<file path="config.mk">
export PLATFORM = sky130hd
export DESIGN_NAME = dspt_cell
export DESIGN_NICKNAME = d
export VERILOG_FILES = /design/src/rtl/dspt_pkg.sv /design/src/rtl/dspt_cell.sv
export SDC_FILE = /design/constraint.sdc
export NUM_CORES = 1
export LEC_CHECK = 0
export ABC_AREA = 1
export BUFFER_PORTS_ARGS = -buffer_cell sky130_fd_sc_hd__buf_2
export CAP_MARGIN = 10
export CELL_PAD_IN_SITES_DETAIL_PLACEMENT = 0
export CELL_PAD_IN_SITES_GLOBAL_PLACEMENT = 1
export CORE_ASPECT_RATIO = 0.75
export CORE_MARGIN = 1.5
export CORE_UTILIZATION = 31
export DETAILED_ROUTE_END_ITERATION = 16
export MAX_ROUTING_LAYER = met4
export PLACE_DENSITY_LB_ADDON = 0.15
export SLEW_MARGIN = 20
export SYNTH_ARGS = -nofsm -noshare
export SYNTH_HDL_FRONTEND = slang
export SYNTH_SLANG_ARGS = --single-unit
</file>
<file path="constraint.sdc">
create_clock -name i_clk -period 3.7 [get_ports i_clk]
set_input_delay 0.37 -clock i_clk [delete_from_list [all_inputs] [get_ports i_clk]]
set_output_delay 0.37 -clock i_clk [all_outputs]
set_load 0.03 [all_outputs]
</file>
<file path="src/rtl/dspt_pkg.sv">
// ============================================================================
// dspt_pkg: shared definitions for the deadline-sorted pending table
// Field widths, action and status codes, cell data types, and the
// remaining-time helper used by the cells and the top level.
// ============================================================================
package dspt_pkg;

    // Table depth default and fixed field widths
    localparam int DEF_DEPTH  = 16;
    localparam int DATA_W     = 32;
    localparam int POS_W      = 4;
    localparam int ACT_W      = 2;
    localparam int STAT_W     = 2;

    // Stream payload widths (tdata padded to whole bytes)
    localparam int IN_DATA_W  = 4 * DATA_W;
    localparam int OUT_BITS   = POS_W + 3 * DATA_W;
    localparam int OUT_DATA_W = ((OUT_BITS + 7) / 8) * 8;
    localparam int OUT_PAD_W  = OUT_DATA_W - OUT_BITS;

    // Action codes
    localparam logic [ACT_W-1:0] ACT_INSERT = 2'd0;
    localparam logic [ACT_W-1:0] ACT_LOOKUP = 2'd1;
    localparam logic [ACT_W-1:0] ACT_REMOVE = 2'd2;

    // Status codes
    localparam logic [STAT_W-1:0] STAT_OK        = 2'd0;
    localparam logic [STAT_W-1:0] STAT_NOT_FOUND = 2'd1;
    localparam logic [STAT_W-1:0] STAT_FULL      = 2'd2;

    // Sequencer states
    typedef enum logic [1:0] {
        S_IDLE,
        S_EVAL,
        S_APPLY
    } t_state;

    // One table entry as handed between neighboring cells
    typedef struct packed {
        logic              valid;
        logic [DATA_W-1:0] id;
        logic [DATA_W-1:0] created;
        logic [DATA_W-1:0] timeout;
    } t_entry;

    // Command broadcast to every cell
    typedef struct packed {
        logic [ACT_W-1:0]  action;
        logic [DATA_W-1:0] id;
        logic [DATA_W-1:0] created;
        logic [DATA_W-1:0] timeout;
        logic [DATA_W-1:0] now;
        logic [DATA_W-1:0] new_rem;
    } t_cmd;

    // Remaining time: timeout minus wrapped elapsed time, floored at zero
    function automatic logic [DATA_W-1:0] time_left(
        input logic [DATA_W-1:0] created,
        input logic [DATA_W-1:0] timeout,
        input logic [DATA_W-1:0] now
    );
        logic [DATA_W-1:0] elapsed;
        elapsed = now - created;
        return (elapsed >= timeout) ? '0 : (timeout - elapsed);
    endfunction

endpackage

</file>
<file path="src/rtl/dspt_cell.sv">
// ============================================================================
// dspt_cell: one slot of the sorted pending table
// Holds one entry, evaluates its remaining time and id match, takes part in
// the first-hit prefix chain and shifts data to or from its neighbors.
// ============================================================================
module dspt_cell (
    input  logic                         i_clk,
    input  logic                         i_rst_n,
    input  dspt_pkg::t_cmd               i_cmd,
    input  logic                         i_eval_en,
    input  logic                         i_write_en,
    input  logic                         i_any,
    input  logic                         i_at_end,
    input  logic                         i_prefix,
    input  dspt_pkg::t_entry             i_left,
    input  dspt_pkg::t_entry             i_right,
    output logic                         o_prefix,
    output logic                         o_hit,
    output dspt_pkg::t_entry             o_entry,
    output logic [dspt_pkg::DATA_W-1:0]  o_rem
);

    logic                        r_valid;
    logic [dspt_pkg::DATA_W-1:0] r_id;
    logic [dspt_pkg::DATA_W-1:0] r_created;
    logic [dspt_pkg::DATA_W-1:0] r_timeout;
    logic [dspt_pkg::DATA_W-1:0] r_rem;
    logic                        r_match;

    dspt_pkg::t_entry n_entry;
    logic             flag;
    logic             load;

    assign o_entry = '{valid: r_valid, id: r_id, created: r_created, timeout: r_timeout};
    assign o_rem   = r_rem;

    // Insert looks for the first strictly larger remaining time, else id match
    assign flag = (i_cmd.action == dspt_pkg::ACT_INSERT)
                ? (r_valid && (i_cmd.new_rem < r_rem))
                : r_match;
    assign o_prefix = i_prefix | flag;
    assign o_hit    = flag & ~i_prefix;

    // New entry lands at the first hit, or at the end when nothing hits
    assign load = o_hit | (~i_any & i_at_end);

    // Next entry contents
    always_comb begin
        n_entry = o_entry;
        if (i_write_en) begin
            case (i_cmd.action)
                dspt_pkg::ACT_INSERT: begin
                    if (load) begin
                        n_entry = '{valid: 1'b1, id: i_cmd.id,
                                    created: i_cmd.created, timeout: i_cmd.timeout};
                    end else if (i_prefix) begin
                        n_entry = i_left;
                    end
                end
                dspt_pkg::ACT_REMOVE: begin
                    if (o_prefix) begin
                        n_entry = i_right;
                    end
                end
                default: begin
                end
            endcase
        end
    end

    // Valid bit
    always_ff @(posedge i_clk) begin
        if (!i_rst_n) begin
            r_valid <= 1'b0;
        end else begin
            r_valid <= n_entry.valid;
        end
    end

    // Payload and per-slot evaluation
    always_ff @(posedge i_clk) begin
        r_id      <= n_entry.id;
        r_created <= n_entry.created;
        r_timeout <= n_entry.timeout;
        if (i_eval_en) begin
            r_rem   <= dspt_pkg::time_left(r_created, r_timeout, i_cmd.now);
            r_match <= r_valid && (r_id == i_cmd.id);
        end
    end

endmodule

</file>
==> impl_metrics.toml, run 1 <==
[status]
status = "complete, but fails checks"
failed_checks = "setup timing"

[logic_synthesis]
synth_edf_count = 129
postSynthAreaPerCell_sq_um = 7.306
synthesis.area_sq_mm = 0.01193
synth_common_cells = "sky130_fd_sc_hd__nand2_1, sky130_fd_sc_hd__inv_1, sky130_fd_sc_hd__edfxtp_1, sky130_fd_sc_hd__nand3_1, sky130_fd_sc_hd__nand3b_1"
mappedNetlistNets = 2092
synth-seq-cells = 130
synthDominantAreaCellType = "sky130_fd_sc_hd__edfxtp_1"
ys_warns = 0
ys_dominant_reg_cell = "sky130_fd_sc_hd__edfxtp_1"
synthDistinctLibCells = 51
post-synth-top-area-fraction_pct = 32.47
netlist_top_cells_area = "sky130_fd_sc_hd__edfxtp_1, sky130_fd_sc_hd__nand2_1, sky130_fd_sc_hd__ha_1"
yosysMostFrequentCell = "sky130_fd_sc_hd__nand2_1"
ys_seq_area_share_pct = 32.64
synthArstFlopShare_pct = 0
netlist_instances = 1633

[sta]
rsz_0062_raised_after_global_routing = "yes"
timing.fmax_mhz = 269.2
worst_slew_pin_tran_ns = 0.7896
finalWorstPathRequiredPeriod_ns = 3.715
hold_viol = 0
final-max-slew-violation-count = 0
setup_viol_count_final = 8
hold_ws_ns = 0.1645
post-route-period-util_pct = 100.4
finalClockSkew_ns = 0.01651
worst_slack_ns = -0.01536
slew_headroom_pct = 47.36

[power]
power_leakage_nw = 9.374
p_switching_w = 0.002931
swShare_pct = 39.05
power.sequential.fraction_pct = 25.6
worst_ir_drop_vdd_mv = 0.2892
power.total_w = 0.007505
clockPowerShare_pct = 23.3
cell_internal_pwr_w = 0.004574
pwr-share-comb_pct = 51.1
power-per-cell-area_mw_per_mm2 = 403.3

[detailed_routing]
initial_drc_count = 762
remaining_antenna_violation_count = 0
wl_met3_mm = 2.896
drt-wirelength-per-cell_um = 18.44
detail_route.drc_violations = 0
vias = 13630
first_pass_iters = 7
routedLengthMet1_mm = 24.89
drt-vias-per-instance = 4.718
met2_length_mm = 24.51
top_layer_used = "met4"
routed_wirelength_mm = 53.26

[clock_tree]
clock_insertion_delay_worst_skew_ns = 0.45
h-tree-depth = 4
max-clock-path-buffers = 2
cts_tree = "done"
clock_sinks = 130
holdBufCountCts = 0
clkSlewWorstSetupHoldPaths_ns = 0.07
numCtsBuffers = 17
cts_root_buffer = "sky130_fd_sc_hd__clkbuf_16"

[floorplanning]
vertical_die_dimension_um = 172.9
die_w_um = 229.5
io-pin-count = 494
fp.coreArea_sq_mm = 0.03809
starting_density_pct = 31.32
rows = 62
die-area_sq_mm = 0.03968

[setup_path]
r2r_setup_slack_ns = -0.02
category_of_the_worst_setup_path_launch_point = "flip-flop"
timing.critical_path.buf_inv = 3
max_incr_delay_on_cp_ns = 0.49
path_cells = "inv_2, ha_4, a21o_1, buf_4, a21oi_2, o21ai_2, nand2_1, o211ai_1, nand2_1, nand2_2, nand2_1, nand2_2, xor2_2, ha_4, nand2_2, nor3_4, nand3_2, or4_4, nand2_8, clkbuf_16, nor2_4"
crit_path_dat_ns = 3.90
critical_path_peak_fanout = 6
cell_at_the_slowest_stage_of_the_critical_path = "sky130_fd_sc_hd__or4_4"
critical_path_class = "flip-flop to flip-flop"
kind_of_capture_point_of_the_worst_setup_path = "flip-flop"
critPathTopFamily = "simple AND/OR/NAND/NOR gates"
timing.critical_path.required_ns = 3.89

[global_route]
maximum_number_of_pins_on_one_net_before_global_route_repair = 99
number_of_antenna_violations_at_the_first_check_in_global_routing = 14
grt_pass1_wl_mm = 78.90
globalRouteTotalUtil_pct = 27.24
grt_overflow = 0
grt_pass1_vias = 13400

[final_layout]
multi_input_logic_area_sq_mm = 0.007970
syn_to_final_growth_pct = 56.00
ff_latch_area_sq_mm = 0.003894
num-nets-final = 2809
fillCellCount = 3965
layout-drive-gt1-share_pct = 42.29

[hold_path]
hp-class = "primary input to flip-flop"

[placed_design]
gpl.final_weighted_congestion = 0.9644
pre_cts_worst_setup_slack_ns = -0.4014
dp_hpwl_mm = 43.24
placement.io_buffers = 493

[job]
maxCapViolCount = 0
## metrics by stage
stage | area, sq um | utilization (%) | std cells | setup TNS [ns]
3_5_place_dp | 16700 | 43.85 | 2818 | -10.94
3_3_place_gp | 16700 | 43.85 | 2818 | -8.795
6_report | 18610 | 48.86 | 2888 | -0.05496
2_1_floorplan | 12020 | - | 1633 | -1.303
5_1_grt | 18610 | 48.86 | 2888 | -6.112
4_1_cts | 17790 | 46.70 | 2861 | -0.9130
## power groups by stage
| stage | logic (W) | clock network [W] | registers (W) |
|---|---|---|---|
| 2_1_floorplan | 0.00157 | 0 | 0.00218 |
| 3_3_place_gp | 0.00328 | 0 | 0.00195 |
| 3_5_place_dp | 0.00329 | 0 | 0.00195 |
| 4_1_cts | 0.00351 | 0.00179 | 0.00192 |
| 5_1_grt | 0.00419 | 0.00185 | 0.00194 |
| 6_report | 0.00383 | 0.00175 | 0.00192 |
## tightest hold or removal path, cell delays in order
cell                      delay [ns]
sky130_fd_sc_hd__buf_2          0.10
sky130_fd_sc_hd__nand2_1        0.05
sky130_fd_sc_hd__nor2_1         0.04
## final timing paths
| check | start | cells past startpoint | to |
|---|---|---|---|
| setup / recovery | r_created[6] | 21 | o_rem[10] |
| hold / removal | i_rst_n | 3 | r_valid |
| setup reg to reg | r_created[6] | 21 | o_rem[10] |
| hold reg to reg | r_valid | 4 | r_valid |
## cell type report
cell class / count / share of cell area [%]
clock inverter: 11 / 0.7462
tap: 512 / 3.442
inverter: 245 / 4.975
timing repair buffer: 752 / 24.56
sequential: 130 / 20.92
multi-input combinational: 1204 / 42.82
antenna: 14 / 0.1882
clock buffer: 20 / 2.346
## routing by layer
metal | vias to the layer above | GRT usage, %
li1 | 6873 | -
met1 | 6307 | 36.61
met2 | 403 | 41.89
met3 | 44 | 5.063
met4 | 0 | 7.374
met5 | - | -
## cells in the final DEF (no fill, tap or decap), types with 18 or more instances in the layout
master,synthesis,layout
sky130_fd_sc_hd__buf_2,17,493
sky130_fd_sc_hd__nand2_1,472,445
sky130_fd_sc_hd__buf_4,2,242
sky130_fd_sc_hd__inv_1,239,220
sky130_fd_sc_hd__edfxtp_1,129,129
sky130_fd_sc_hd__nand3_1,129,125
sky130_fd_sc_hd__nand3b_1,96,96
sky130_fd_sc_hd__ha_1,94,66
sky130_fd_sc_hd__nor2_1,71,60
sky130_fd_sc_hd__a21oi_1,91,49
sky130_fd_sc_hd__a21oi_2,0,33
sky130_fd_sc_hd__nand2_2,6,29
sky130_fd_sc_hd__ha_4,0,27
sky130_fd_sc_hd__o21ai_0,41,24
sky130_fd_sc_hd__inv_2,5,22
sky130_fd_sc_hd__clkbuf_16,0,19
sky130_fd_sc_hd__xor2_1,22,18
sky130_fd_sc_hd__nor2_4,11,18
sky130_fd_sc_hd__xnor2_1,23,18
## flip-flops by register name, indices dropped and copies added (netlist names)
name and cells:
r_valid 1, r_id 32, o_rem 32, r_timeout 32
r_match 1, r_created 32
## kinds of logic (layout without fill, tap and decap cells)
logic type / count (synthesis) / in the layout / synth area share (%)
AO/OA/AOI/OAI: 213 / 213 / 10.63
AND/OR/NAND/NOR: 850 / 850 / 33.32
XOR/XNOR: 45 / 45 / 3.304
other: 0 / 14 / 0
adder cells (fa/ha/maj): 96 / 96 / 10.19
buffers and inverters: 299 / 1028 / 9.911
flip-flops: 130 / 130 / 32.64
## what timing repair did
| action | 4_1_cts | 5_1_grt |
|---|---|---|
| cloned | 2 | 2 |
| setup buffers | 10 | 14 |
| gates resized for setup | 86 | 145 |
| setup endpoints to repair | 32 | 32 |
| pin swaps | 21 | 37 |
Power figures use the tool's default switching activity.
==> run 2, diff against run 1 <==
--- a/config.mk
+++ b/config.mk
@@ -5,7 +5,6 @@
 export SDC_FILE = /design/constraint.sdc
 export NUM_CORES = 1
 export LEC_CHECK = 0
-export ABC_AREA = 1
 export BUFFER_PORTS_ARGS = -buffer_cell sky130_fd_sc_hd__buf_2
 export CAP_MARGIN = 10
 export CELL_PAD_IN_SITES_DETAIL_PLACEMENT = 0
==> run 2 against run 1 <==
The flow still finishes with violations (setup timing). Maximum frequency down 12%. First-iteration DRC count shrank 45%. Register-to-register slack worse by 0.50 ns. Clock skew decreased by 0.0035 ns. Area after synthesis down 11%. Sequential share of layout area increased by 3.2 points. Count of clock-buffer cells in the layout down 1. Utilization shrank 0.93 points. Sequential power about the same. Worst setup slack got worse by 0.50 ns. Cell count is 21% lower. Non-clock buffer count shrank 36.
==> impl_metrics.toml, run 2 <==
[sta]
rsz_0062_raised_after_global_routing = "yes"
finalWorstPathRequiredPeriod_ns = 4.214
hold_ws_ns = 0.2009
finalClockSkew_ns = 0.01304
worst_slack_ns = -0.5137
worst_slew_pin_tran_ns = 1.045
timing.fmax_mhz = 237.3
slew_headroom_pct = 30.31
post-route-period-util_pct = 113.9
setup_viol_count_final = 32
hold_viol = 0
final-max-slew-violation-count = 0

[logic_synthesis]
mappedNetlistNets = 1592
yosysMostFrequentCell = "sky130_fd_sc_hd__edfxtp_1"
post-synth-top-area-fraction_pct = 36.45
synthesis.area_sq_mm = 0.01063
postSynthAreaPerCell_sq_um = 9.380
ys_seq_area_share_pct = 36.64
synthDistinctLibCells = 61
synth_edf_count = 129
synthDominantAreaCellType = "sky130_fd_sc_hd__edfxtp_1"
synth-seq-cells = 130
netlist_top_cells_area = "sky130_fd_sc_hd__edfxtp_1, sky130_fd_sc_hd__ha_1, sky130_fd_sc_hd__mux2i_1"
ys_warns = 0
ys_dominant_reg_cell = "sky130_fd_sc_hd__edfxtp_1"
synthArstFlopShare_pct = 0
synth_common_cells = "sky130_fd_sc_hd__edfxtp_1, sky130_fd_sc_hd__nand2_1, sky130_fd_sc_hd__mux2i_1"
netlist_instances = 1133

[clock_tree]
clock_insertion_delay_worst_skew_ns = 0.44
clkSlewWorstSetupHoldPaths_ns = 0.07
holdBufCountCts = 0
numCtsBuffers = 17
clock_sinks = 130
cts_root_buffer = "sky130_fd_sc_hd__clkbuf_16"
h-tree-depth = 4
max-clock-path-buffers = 2
cts_tree = "done"

[final_layout]
layout.cells.most_common_list = "sky130_fd_sc_hd__buf_2, sky130_fd_sc_hd__buf_4, sky130_fd_sc_hd__edfxtp_1"
layout-drive-gt1-share_pct = 44.04
syn_to_final_growth_pct = 51.86
num-nets-final = 2283
fin_util_pct = 47.93
layout_commonest_cell = "sky130_fd_sc_hd__buf_2"
layout.cell_area.non_filler_sq_mm = 0.01614

[floorplanning]
io-pin-count = 494
vertical_die_dimension_um = 163.4
die_w_um = 216.8
die-area_sq_mm = 0.03541
fp.coreArea_sq_mm = 0.03367
starting_density_pct = 31.56
rows = 58

[setup_path]
crit_path_start = "r_created[0]"
critical_path_peak_fanout = 4
cell_at_the_slowest_stage_of_the_critical_path = "sky130_fd_sc_hd__fa_2"
category_of_the_worst_setup_path_launch_point = "flip-flop"
timing.critical_path.required_ns = 3.89
crit_path_dat_ns = 4.40
max_incr_delay_on_cp_ns = 0.38
critical_path_class = "flip-flop to flip-flop"
timing.critical_path.buf_inv = 1
critical-path-top-cell-by-count = "sky130_fd_sc_hd__a21o_1"
critPathTopFamily = "compound AO/OA/AOI/OAI gates"
worstReg2RegStart = "r_created[0]"
kind_of_capture_point_of_the_worst_setup_path = "flip-flop"
r2r_setup_slack_ns = -0.51
path_cells = "ha_2, inv_2, fa_2, a211oi_2, o211ai_1, nand4_1, o21bai_2, a21o_1, a21oi_4, xor2_2, ha_2, a21o_1, a21o_1, a21oi_2, o21ai_2, a221oi_2, o21ai_1, xnor2_1, nor2_1"

[global_route]
grt_pass1_wl_mm = 58.39
number_of_antenna_violations_at_the_first_check_in_global_routing = 7
maximum_number_of_pins_on_one_net_before_global_route_repair = 195
globalRouteTotalUtil_pct = 22.28
grt_overflow = 0
grt_pass1_vias = 10470

[power]
power_leakage_nw = 7.962
worst_ir_drop_vdd_mv = 0.3107
power.total_w = 0.006646
power-per-cell-area_mw_per_mm2 = 411.8

[job]
maxCapViolCount = 0

[placed_design]
dpl_cell_area_sq_mm = 0.01509
dp_hpwl_mm = 32.84
gpl.final_weighted_congestion = 0.8819
placement.io_buffers = 493

[hold_path]
worst_hold_startpoint = "i_right[17]"
hp-class = "primary input to flip-flop"

[detailed_routing]
first_pass_iters = 5
vias = 10680
remaining_antenna_violation_count = 0
routed_wirelength_mm = 39.16
drt-wirelength-per-cell_um = 17.07
drt-vias-per-instance = 4.656
initial_drc_count = 421
detail_route.drc_violations = 0

[status]
failed_checks = "setup timing"
status = "complete, but fails checks"
==> run 2: tightest hold or removal path, cell delays in order <==
cell,delay [ns]
sky130_fd_sc_hd__buf_2,0.07
sky130_fd_sc_hd__nand2_1,0.04
sky130_fd_sc_hd__o21ai_0,0.05
==> run 2: metal layers <==
| layer | part of all wire, % | vias up | GRT usage (%) |
|---|---|---|---|
| li1 | - | 5525 | - |
| met1 | 47 | 4824 | 29.34 |
| met2 | 46 | 301 | 34.64 |
| met3 | 5.7 | 30 | 4.674 |
| met4 | 1.8 | 0 | 6.187 |
| met5 | 0 | - | - |
==> run 2: kinds of logic after synthesis <==
group	synth area share [%]
multiplexers	9.136
flip-flops	36.64
AND/OR/NAND/NOR	12.67
adder cells (fa/ha/maj)	11.44
AO/OA/AOI/OAI	17.46
XOR/XNOR	6.923
buffers and inverters	5.733
==> run 2: where the power goes <==
group / leakage [nW] / switching (W) / total (W) / internal [W]
registers: 1.24 / 0.0000825 / 0.00190 / 0.00182
clock network: 0.285 / 0.000690 / 0.00182 / 0.00113
logic: 6.44 / 0.00155 / 0.00293 / 0.00137
total: 7.96 / 0.00232 / 0.00665 / 0.00432
==> run 2: metrics by stage <==
stage / std cells / TNS [ns] / setup slack [ns]
after global routing: 2293 / -23.40 / -0.7568
after CTS: 2280 / -12.77 / -0.4697
after global placement: 2234 / -17.55 / -0.6132
final: 2294 / -14.45 / -0.5137
after floorplan: 1133 / -10.36 / -0.3427
after detailed placement: 2234 / -20.11 / -0.6849
==> run 2: worst paths after layout <==
kind                   endpoint  depth (start not counted)
setup / recovery      o_rem[31]                         19
hold / removal    r_timeout[17]                          3
setup reg to reg      o_rem[31]                         19
hold reg to reg         r_valid                          2
==> run 2: what timing repair did <==
action                                  CTS  global route
gates resized for setup                  25            26
pin swaps                                21            22
buffers inserted                         14             6
cloned                                    0             1
endpoints found under the setup margin   32            33
==> run 2: cell type report <==
type                    instances  area, sq um
flip-flops and latches        130         3894
repair buffers                716         4245
clock inverters                13        183.9
diodes                          7        17.52
clock buffers                  19        432.9
inverters                      87        326.6
fillers                      3318        17530
well taps                     450        563.0
multi-input cells             872         6476
==> run 3, diff against run 2 <==
--- a/config.mk
+++ b/config.mk
@@ -7,7 +7,7 @@
 export LEC_CHECK = 0
 export BUFFER_PORTS_ARGS = -buffer_cell sky130_fd_sc_hd__buf_2
 export CAP_MARGIN = 10
-export CELL_PAD_IN_SITES_DETAIL_PLACEMENT = 0
+export CELL_PAD_IN_SITES_DETAIL_PLACEMENT = 1
 export CELL_PAD_IN_SITES_GLOBAL_PLACEMENT = 1
 export CORE_ASPECT_RATIO = 0.75
 export CORE_MARGIN = 1.5
==> run 3 against run 2 <==
The run still ends with setup timing left. Clock skew up 0.0050 ns. Final area about the same. Non-clock buffer count down 9. Count of clock-buffer cells in the layout down 1.
==> impl_metrics.toml, run 3 (synthesis results as in run 2) <==
[sta]
finalClockSkew_ns = 0.01808
timing.fmax_mhz = 237.7
final-max-slew-violation-count = 0
hold_ws_ns = 0.2093
slew_headroom_pct = 34.51
finalWorstPathRequiredPeriod_ns = 4.207
setup_total_negative_slack_ns = -15.01
hold_viol = 0
post-route-period-util_pct = 113.7
worst_slack_ns = -0.5072
worst_slew_pin_tran_ns = 0.9823
rsz_0062_raised_after_global_routing = "yes"
setup_viol_count_final = 32

[floorplanning]
rows = 58
die-area_sq_mm = 0.03541
io-pin-count = 494
starting_density_pct = 31.56
die_w_um = 216.8
vertical_die_dimension_um = 163.4
fp.coreArea_sq_mm = 0.03367

[clock_tree]
h-tree-depth = 4
clock_insertion_delay_worst_skew_ns = 0.44
clkSlewWorstSetupHoldPaths_ns = 0.07
holdBufCountCts = 0
cts_root_buffer = "sky130_fd_sc_hd__clkbuf_16"
cts_tree = "done"
clock_sinks = 130
max-clock-path-buffers = 2
numCtsBuffers = 17

[final_layout]
syn_to_final_growth_pct = 52.00
ff_latch_area_sq_mm = 0.003894
layout.cells.most_common_list = "sky130_fd_sc_hd__buf_2, sky130_fd_sc_hd__buf_4, sky130_fd_sc_hd__edfxtp_1"
layout_commonest_cell = "sky130_fd_sc_hd__buf_2"
num-nets-final = 2274
multi_input_logic_area_sq_mm = 0.006510
final_cell_count_no_fill = 2287
layout-drive-gt1-share_pct = 44.37
fillCellCount = 4062
fin_util_pct = 47.97

[setup_path]
timing.critical_path.required_ns = 3.87
cell_at_the_slowest_stage_of_the_critical_path = "sky130_fd_sc_hd__edfxtp_1"
kind_of_capture_point_of_the_worst_setup_path = "flip-flop"
critical_path_class = "flip-flop to flip-flop"
path_cells = "inv_2, ha_1, nor2b_1, o31ai_2, a21oi_2, a21o_4, a21bo_2, buf_4, xnor2_1, ha_1, a21oi_1, o21ai_1, a21oi_1, o211ai_1, a31oi_2, o211ai_2, o21ai_4, clkbuf_16, nor2_1"
critical_path_peak_fanout = 6
crit_path_dat_ns = 4.38
category_of_the_worst_setup_path_launch_point = "flip-flop"
max_incr_delay_on_cp_ns = 0.40

[global_route]
grt_overflow = 0
number_of_antenna_violations_at_the_first_check_in_global_routing = 9
grt_pass1_vias = 11490
grt_pass1_wl_mm = 63.58
globalRouteTotalUtil_pct = 24.13
maximum_number_of_pins_on_one_net_before_global_route_repair = 195

[detailed_routing]
initial_drc_count = 501
drt-vias-per-instance = 4.815
drt-wirelength-per-cell_um = 18.69
routed_wirelength_mm = 42.74
detail_route.drc_violations = 0
first_pass_iters = 5
remaining_antenna_violation_count = 0
vias = 11010

[power]
power.sequential.fraction_pct = 27.9
power_leakage_nw = 7.913
worst_ir_drop_vdd_mv = 0.3143
pwr-share-comb_pct = 44.2
swShare_pct = 35.43
cell_internal_pwr_w = 0.004401
p_switching_w = 0.002415
power.total_w = 0.006817
power-per-cell-area_mw_per_mm2 = 422.0
clockPowerShare_pct = 27.9

[placed_design]
gpl.final_weighted_congestion = 0.8819
dp_hpwl_mm = 35.76
post-place-cells = 2234
placement.io_buffers = 493

[hold_path]
hp-class = "primary input to flip-flop"

[status]
status = "complete, but fails checks"
failed_checks = "setup timing"

[job]
maxCapViolCount = 0
==> run 3: cell types whose count changed in the layout (fill, tap and decap cells not counted), moves of 3 or more <==
cell	previous run	this run
sky130_fd_sc_hd__buf_4	214	202
sky130_fd_sc_hd__nor2_1	47	41
sky130_fd_sc_hd__nor2_2	6	12
sky130_fd_sc_hd__buf_6	1	4
sky130_fd_sc_hd__ha_1	87	84
sky130_fd_sc_hd__ha_4	3	6
==> run 3: final timing paths <==
kind / endpoint / cells past startpoint / startpoint / slack, ns
hold reg to reg: r_valid / 2 / r_valid / 0.64
setup / recovery: o_rem[27] / 19 / r_created[1] / -0.51
hold / removal: r_timeout[22] / 3 / i_right[22] / 0.21
setup reg to reg: o_rem[27] / 19 / r_created[1] / -0.51
==> run 3: area by class of cell <==
class	count	share of cell area [%]
Multi-Input combinational cell	872	40.30
Timing Repair Buffer	707	25.99
Sequential cell	130	24.10
Tap cell	450	3.485
Clock buffer	18	2.657
Inverter	87	2.022
Clock inverter	14	1.301
Antenna cell	9	0.1394
==> run 3: power by group through the flow <==
stage               combinational (W)  clock, W  sequential [W]
floorplan                     0.00138         0         0.00217
global placement              0.00274         0         0.00194
detailed placement            0.00281         0         0.00194
CTS                           0.00288   0.00194         0.00191
global route                  0.00329   0.00199         0.00192
finish                        0.00301   0.00190         0.00190
==> run 3: layer usage <==
metal	vias up	track usage, %	part of all wire (%)
met2	277	39.51	48
met5	-	-	0
met4	0	5.745	1.5
li1	5509	-	-
met3	30	4.786	4.5
met1	5197	30.69	46
==> run 3: worst max-delay path, delay by kind of cell (launching register included) <==
family          cells  cell delay, ns
flops               1            0.40
fa+ha+maj           2            0.54
compound gates     11            2.17
buf+inv             3            0.46
xor+xnor            1            0.17
simple gates        2            0.20
==> run 3: per-stage QoR <==
| step | setup slack (ns) | instance area (sq um) |
|---|---|---|
| final | -0.5072 | 16150 |
| after global routing | -0.7123 | 16150 |
| after CTS | -0.4621 | 15890 |
| after detailed placement | -0.7361 | 15090 |
| after global placement | -0.6132 | 15090 |
| after floorplan | -0.3427 | 10750 |
==> run 3: repair_timing <==
item                                    4_1_cts  5_1_grt
gates cloned                                  0        3
buffers inserted                              8        1
pin swaps                                    27       25
resized for setup                            23       41
endpoints found under the setup margin       32       33
endpoints found under the hold margin         0        0
